## config.mk

```make
export PLATFORM = sky130hd
export DESIGN_NAME = svfbrb_ctrl
export DESIGN_NICKNAME = d
export VERILOG_FILES = /design/src/rtl/svfbrb_pkg.sv /design/src/rtl/svfbrb_ctrl.sv
export SDC_FILE = /design/constraint.sdc
export NUM_CORES = 1
export LEC_CHECK = 0
export ABC_AREA = 1
export BUFFER_PORTS_ARGS = -buffer_cell sky130_fd_sc_hd__buf_2
export CAP_MARGIN = 20
export CORE_UTILIZATION = 55
export DETAILED_ROUTE_END_ITERATION = 10
export HOLD_SLACK_MARGIN = 0.15
export PLACE_DENSITY = 0.92
export SYNTH_ARGS = -nofsm -noshare
export SYNTH_HDL_FRONTEND = slang
export SYNTH_SLANG_ARGS = --single-unit
```

## constraint.sdc

```tcl
create_clock -name clk_i -period 3 [get_ports clk_i]
set_input_delay 0 -clock clk_i [delete_from_list [all_inputs] [get_ports clk_i]]
set_output_delay 0 -clock clk_i [all_outputs]
set_load 0.1 [all_outputs]
```

## src/rtl/svfbrb_pkg.sv

```systemverilog
`timescale 1ns / 1ps

package svfbrb_pkg;

  // Bank size and derived index widths.
  localparam int MAX_MODES = 32;
  localparam int MIN_MODES = 4;
  localparam int MODE_W    = $clog2(MAX_MODES);
  localparam int CNT_W     = $clog2(MAX_MODES + 1);
  localparam int CFG_W     = 6;
  localparam int CMP_W     = (CFG_W > CNT_W) ? CFG_W : CNT_W;

  // Fixed-point formats.
  localparam int SAMPLE_W  = 24;
  localparam int COEF_W    = 17;
  localparam int COEF_FRAC = 16;
  localparam int INT_W     = 48;
  localparam int WIDE_W    = INT_W + 2;
  localparam int ACC_W     = INT_W + $clog2(MAX_MODES) + 1;
  localparam int DIV_CNT_W = $clog2(ACC_W + 1);

  localparam logic [COEF_W-1:0] COEF_ONE = COEF_W'(1 << COEF_FRAC);

  // Item command codes.
  typedef enum logic [1:0] {
    CMD_PROCESS = 2'd0,
    CMD_WRITE   = 2'd1,
    CMD_CLEAR   = 2'd2
  } cmd_e;

  // Controller states.
  typedef enum logic [3:0] {
    ST_IDLE,
    ST_READ,
    ST_LD,
    ST_M2,
    ST_M3,
    ST_M4,
    ST_M5,
    ST_M6,
    ST_M7,
    ST_DIVGO,
    ST_DIV,
    ST_OUT
  } st_e;

  // Datapath operations, one per cycle.
  typedef enum logic [3:0] {
    OP_NONE,
    OP_START,
    OP_READ,
    OP_LD,
    OP_M2,
    OP_M3,
    OP_M4,
    OP_M5,
    OP_M6,
    OP_M7,
    OP_DIVGO,
    OP_FIN
  } dp_op_e;

  typedef struct packed {
    dp_op_e              op;
    logic [MODE_W-1:0]   mode;
    logic [CNT_W-1:0]    count;
    logic                wr_coef;
    logic                clr_integ;
  } ctrl_cmd_t;

  typedef struct packed {
    logic div_done;
  } dp_stat_t;

endpackage

```

## src/rtl/svfbrb_ctrl.sv

```systemverilog
`timescale 1ns / 1ps

// Controller: item handshake, mode count register, step sequencer and
// result valid flag.
module svfbrb_ctrl import svfbrb_pkg::*; (
  input  logic              clk_i,
  input  logic              rst_ni,
  input  logic              in_valid_i,
  output logic              in_ready_o,
  input  logic [1:0]        command_i,
  output logic              out_valid_o,
  input  logic              out_ready_i,
  input  logic              cfg_we_i,
  input  logic [CFG_W-1:0]  cfg_data_i,
  output ctrl_cmd_t         cmd_o,
  input  dp_stat_t          stat_i
);

  st_e                state_q, state_d;
  logic [MODE_W-1:0]  mode_q, mode_d;
  logic [CFG_W-1:0]   active_q;
  logic               out_valid_q, out_valid_d;
  logic [CMP_W-1:0]   act_w;
  logic [CNT_W-1:0]   count;
  logic               last_mode;
  logic               accept;

  // Mode count clamped to the supported range.
  assign act_w = CMP_W'(active_q);
  always_comb begin
    if (act_w < CMP_W'(MIN_MODES)) begin
      count = CNT_W'(MIN_MODES);
    end else if (act_w > CMP_W'(MAX_MODES)) begin
      count = CNT_W'(MAX_MODES);
    end else begin
      count = CNT_W'(act_w);
    end
  end

  assign last_mode = (CNT_W'(mode_q) == (count - CNT_W'(1)));
  // The block takes an item only while idle.
  assign accept    = in_valid_i && (state_q == ST_IDLE);

  // State, mode counter, configuration and output valid registers.
  always_ff @(posedge clk_i or negedge rst_ni) begin
    if (!rst_ni) begin
      state_q     <= ST_IDLE;
      mode_q      <= '0;
      active_q    <= CFG_W'(MIN_MODES);
      out_valid_q <= 1'b0;
    end else begin
      state_q     <= state_d;
      mode_q      <= mode_d;
      out_valid_q <= out_valid_d;
      if (cfg_we_i) begin
        active_q <= cfg_data_i;
      end
    end
  end

  // Next state and datapath commands.
  always_comb begin
    state_d         = state_q;
    mode_d          = mode_q;
    out_valid_d     = out_valid_q && !out_ready_i;
    in_ready_o      = 1'b0;
    cmd_o.op        = OP_NONE;
    cmd_o.mode      = mode_q;
    cmd_o.count     = count;
    cmd_o.wr_coef   = 1'b0;
    cmd_o.clr_integ = 1'b0;
    case (state_q)
      ST_IDLE: begin
        in_ready_o = 1'b1;
        if (accept) begin
          case (command_i)
            CMD_PROCESS: begin
              cmd_o.op = OP_START;
              mode_d   = '0;
              state_d  = ST_READ;
            end
            CMD_WRITE: cmd_o.wr_coef   = 1'b1;
            CMD_CLEAR: cmd_o.clr_integ = 1'b1;
            default: begin
            end
          endcase
        end
      end
      ST_READ: begin
        cmd_o.op = OP_READ;
        state_d  = ST_LD;
      end
      ST_LD: begin
        cmd_o.op = OP_LD;
        state_d  = ST_M2;
      end
      ST_M2: begin
        cmd_o.op = OP_M2;
        state_d  = ST_M3;
      end
      ST_M3: begin
        cmd_o.op = OP_M3;
        state_d  = ST_M4;
      end
      ST_M4: begin
        cmd_o.op = OP_M4;
        state_d  = ST_M5;
      end
      ST_M5: begin
        cmd_o.op = OP_M5;
        state_d  = ST_M6;
      end
      ST_M6: begin
        cmd_o.op = OP_M6;
        state_d  = ST_M7;
      end
      ST_M7: begin
        cmd_o.op = OP_M7;
        if (last_mode) begin
          state_d = ST_DIVGO;
        end else begin
          mode_d  = mode_q + MODE_W'(1);
          state_d = ST_READ;
        end
      end
      ST_DIVGO: begin
        cmd_o.op = OP_DIVGO;
        state_d  = ST_DIV;
      end
      ST_DIV: begin
        if (stat_i.div_done) begin
          state_d = ST_OUT;
        end
      end
      ST_OUT: begin
        // Wait for the output register to be free.
        if (!out_valid_q || out_ready_i) begin
          cmd_o.op    = OP_FIN;
          out_valid_d = 1'b1;
          state_d     = ST_IDLE;
        end
      end
      default: begin
        state_d = ST_IDLE;
      end
    endcase
  end

  assign out_valid_o = out_valid_q;

endmodule

```

# After elaboration in Yosys (flattened, before gate mapping)
# Index checks and enable logic that the tools add are counted.
[op_classes]
add_sub_neg = 2
magnitude_cmp = 2
n_eq_ne = 19
mux = 23
reduce_logical = 10
[op_table]
columns = ["op", "count"]
rows = [
  ["$pmux 4 s12", 1],
  ["$pmux 4 s11", 1],
  ["$mux 4", 6],
  ["$eq 4x3->1 const B", 4],
  ["$eq 4x4->1 const B", 4],
  ["$mux 5", 3],
  ["$mux 6", 2],
  ["$pmux 5 s2", 1],
  ["$eq 4x2->1 const B", 2],
  ["$ne 2x2->1 const B", 4],
  ["$reduce_and 4->1", 2],
  ["$mux 1", 7],
  ["$eq 5x6->1", 1],
  ["$gt 6x6->1 const B", 1],
  ["$lt 6x3->1 const B", 1],
  ["$sub 6x1->6 const B", 1],
  ["$add 5x1->5 const B", 1],
  ["$eq 4x1->1 const B", 1],
  ["$logic_not 4->1", 1],
  ["$mux 2", 2],
  ["$eq 2x1->1 const B", 1],
  ["$eq 2x2->1 const B", 1],
  ["$logic_and 1x1->1", 2],
  ["$logic_not 1->1", 2],
  ["4 further kinds", 4],
]
[totals]
regBits = 16
inputBits = 14
output_inout_bits = 19
elab_cells = 60

# Logic depth before layout (Yosys ltp)
[depth]
depth_word = 7
ltp_mapped = 14
ltp_nobuf = 14

# Worst setup path before layout
# Ideal clock, no wire load.
[synth_timing]
path_type = "flip-flop to output port"
start = "reg state_q[1]"
end = "out cmd_o[0] in the netlist's numbering"
arrival_ns = 3.479
required_ns = 3.000
setup_slack_ns = -0.479
stages_incl_launch_ff = 7
path_buffers = 1
path_cell_list = "dfrtp_1 buf_2 nor2_1 nand2_1 inv_1 nand2_1 nor3_1"
[synth_lines]
columns = ["item", "line", "rtl"]
rows = [
  ["start: declaration", "svfbrb_ctrl.sv:19", "st_e state_q, state_d;"],
  ["start signal: assignment", "svfbrb_ctrl.sv:52", "state_q <= state_d;"],
  ["end: declaration", "svfbrb_ctrl.sv:15", "output ctrl_cmd_t cmd_o,"],
]

# Worst setup path after layout
[layout_timing]
start = "reg active_q[5] (netlist: act_w[5])"
end = "reg mode_q[1]"
[layout_via]
elab_chain_cells = 7
word_cells_on_any_way = 8
cone_classes = "add/sub (1); order compare (2); eq/ne (2); mux (2); reduce/logical (1)"
[layout_lines]
columns = ["item", "line", "rtl"]
rows = [
  ["start: declaration", "svfbrb_ctrl.sv:21", "logic [CFG_W-1:0] active_q;"],
  ["start signal: assignment", "svfbrb_ctrl.sv:49", "active_q <= CFG_W'(MIN_MODES);"],
  ["start signal: assignment", "svfbrb_ctrl.sv:56", "active_q <= cfg_data_i;"],
  ["$gt 6x6->1", "svfbrb_ctrl.sv:33", "end else if (act_w > CMP_W'(MAX_MODES)) begin"],
  ["$mux 6", "svfbrb_ctrl.sv:33", ""],
  ["$mux 6 *", "svfbrb_ctrl.sv:31", "if (act_w < CMP_W'(MIN_MODES)) begin"],
  ["$sub 6x1->6 *", "svfbrb_ctrl.sv:40", "assign last_mode = (CNT_W'(mode_q) == (count - CNT_W'(1)));"],
  ["$eq 5x6->1 *", "svfbrb_ctrl.sv:40", ""],
  ["$ne 2x2->1 (no line) *", "-", ""],
  ["$reduce_and 4->1 (no line) *", "-", ""],
  ["end signal: assignment", "svfbrb_ctrl.sv:53", "mode_q <= mode_d;"],
  ["end: declaration", "svfbrb_ctrl.sv:20", "logic [MODE_W-1:0] mode_q, mode_d;"],
]
# Mark *: on every way between the ends. The rest lies on a longest branch, timed or not.
# A chain may end at the register's enable or synchronous reset.

==> impl_metrics.toml <==
[floorplanning]
coreArea_um2 = 1960
row_count = 16
die_x_um = 47.7
dieArea_um2 = 2280
ios = 33
start_util_pct = 58.5
dieHeight_um = 47.7

[route]
vias = 1238
via_per_inst = 5.16
detail-route-antenna-nets = 0
avgRoutedWirePerCell_um = 12.5
route.detailed.drc = 0
drt-initial-drc-count = 39
drt-total-wl_mm = 3.00
first_pass_iters = 4

[critical_path]
max_stage_delay_ns = 0.44
crit_fanout = 6
required_ns = 3.19
cp_cell_sequence = "inv_2 > nand2_1 > a21oi_2 > inv_1 > ha_1 > xnor2_1 > xor2_1 > nand4_2 > nand2_4 > nand2_4 > nand2_1 > nand2_1"
crit_top_cell = "nand2_1"
critPathLaunchType = "flop"
worst_path_dominant_cell_family = "simple AND/OR/NAND/NOR gates"
end_kind = "flop"
cp_slowest_cell = "dfrtp_1"
cp_data_arrival_time_ns = 2.38
path_class = "reg -> reg"
critPathBufInv = 2

[sta]
setup_violations = 0
fmax_ghz = 0.457
maxSlewHeadroom_pct = 65.4
rsz0062_at_grt = "false"
slew_violations = 0
finClkSkew_ns = 0.00414
hold_viol_final = 0
setup_ws_ns = 0.814
timing.final.crit_share_pct = 72.9
fin_crit_ns = 2.19
hold_ws_ns = 0.153
worst_pin_slew_ns = 0.523

[cts]
htreeDepth = 1
numCtsBuffers = 3
clockBufferDepth = 2
cts_setup_buffers = 0
clk_pin_slew_ns = 0.10
cts_tree = "built"
numClockSinks = 16
clock_latency_ns = 0.29
clock-root-buffer = "clkbuf_4"
cts_resized = 0
ctsHoldBuffers = 17

[cells_and_area]
layout.nets = 230
final_cells = 240
seqCellArea_um2 = 402
multiInputGateArea_um2 = 639
syn2layout_area_growth_pct = 34.0
drive_gt1_share_pct = 26.3
fillers = 150
diodes = 0

[hold_path]
hold_path_class = "in -> async"

[placement]
dp_hpwl_mm = 1.95
dp.cells = 219
port_buffers = 32
place_ws_ns = 0.863
routabilityCongestion = 0.875

[synth]
ys_seq_elements = 16
seq_area_frac_synth_pct = 35.0
synthCells = 163
ys_warn_count = 0
syn_nets = 179
synth.distinct_cells = 30
avgSynthCellArea_um2 = 7.05
synth.cell_area_um2 = 1150

[run]
max-cap-violations = 0

[run_status]
run_status = "completed"

[grt]
grt_max_degree = 17
grt.overflow.total = 0
grtUsageTotal_pct = 28.9
grt_pass1_vias = 1114
grt_pass1_wl_mm = 4.63
antenna_found_initial = 0

[power_and_ir_drop]
p_per_area_nw_per_um2 = 835
leakagePower_nw = 0.825
ir_worst_vdd_mv = 1.00
## final timing paths
check                             from     endpoint  slack [ns]  cells past startpoint
setup / recovery              act_w[5]    mode_q[1]        0.81                     12
hold / removal                  rst_ni    mode_q[3]        0.15                      2
setup reg to reg              act_w[5]    mode_q[1]        0.81                     12
hold reg to reg            out_valid_o  out_valid_o        0.58                      2
max in group asynchronous       rst_ni     act_w[2]        2.53                      2
min in group clk_i              stat_i   state_q[3]        0.17                      5
## area by class of cell
class | instances | share of cell area (%)
clock buffers | 4 | 2.36
well taps | 27 | 2.20
inverters | 26 | 6.34
repair buffers | 49 | 21.5
multi-input cells | 118 | 41.5
flip-flops and latches | 16 | 26.1
## synthesized netlist by cell type
cell type / number / area (um^2)
clkbuf_1: 1 / 3.75
a211oi_1: 1 / 7.51
xnor2_1: 2 / 17.5
o21bai_1: 1 / 7.51
ha_1: 2 / 25.0
nand2_1: 36 / 135
nor2_1: 21 / 78.8
dfrtp_1: 15 / 375
nand4_1: 2 / 12.5
o21ai_0: 9 / 45.0
nor2_2: 1 / 6.26
mux2_2: 3 / 33.8
a21oi_1: 3 / 15.0
o21ai_1: 1 / 5.00
nand2_4: 3 / 33.8
buf_2: 2 / 10.0
o211ai_1: 1 / 7.51
o2111ai_1: 1 / 8.76
and2_1: 1 / 6.26
xor2_1: 5 / 43.8
inv_2: 4 / 15.0
nand2_2: 5 / 31.3
or3_1: 1 / 6.26
dfstp_2: 1 / 26.3
nor3_2: 1 / 10.0
o22ai_1: 1 / 6.26
nand3_1: 12 / 60.1
inv_1: 22 / 82.6
nor3_1: 4 / 20.0
nand4_2: 1 / 12.5
## registers in the layout (all words and copies together) (netlist names)
signal       cells
act_w            6
mode_q           5
out_valid_o      1
state_q          4
## cell usage in the layout, fill, tap and decap left out, drive strengths merged
cell type    count
buf             32
a211oi           1
nand4            3
dfstp            1
ha               2
nand3           12
dfrtp           15
xnor2            2
inv             26
dlygate4sd3     17
nand2           44
o22ai            1
nor2            22
o21bai           1
and2             1
or3              1
mux2             3
o21ai           10
o211ai           1
clkbuf           4
o2111ai          1
nor3             5
xor2             5
a21oi            3
## metrics by stage
stage          total power, mW  TNS (ns)  area, um^2  util, %
6_report                  1.29         0        1540     78.4
3_3_place_gp              1.10         0        1330     67.9
5_1_grt                   1.35         0        1540     78.4
4_1_cts                   1.28         0        1540     78.4
2_1_floorplan            0.995    -0.958        1150        -
3_5_place_dp              1.11         0        1330     67.9
## power by group
part | internal (mW) | total, mW | switching [mW]
clock network | 0.0739 | 0.146 | 0.0723
registers | 0.255 | 0.304 | 0.0496
logic | 0.164 | 0.835 | 0.671
total | 0.493 | 1.29 | 0.793
## metal layers
layer,global-route usage (%),share of wire [%]
met4,11.7,2.2
met2,48.1,48
met5,0,0
met1,37.7,43
met3,3.77,6.2
## kinds of logic after synthesis
| group | count (synthesis) | synth area share [%] |
|---|---|---|
| flops | 16 | 35.0 |
| xor+xnor | 7 | 5.34 |
| simple gates | 88 | 35.9 |
| buf+inv | 29 | 9.69 |
| fa+ha+maj | 2 | 2.18 |
| compound gates | 18 | 8.93 |
| mux | 3 | 2.94 |
(Power assumes the default switching activity.)
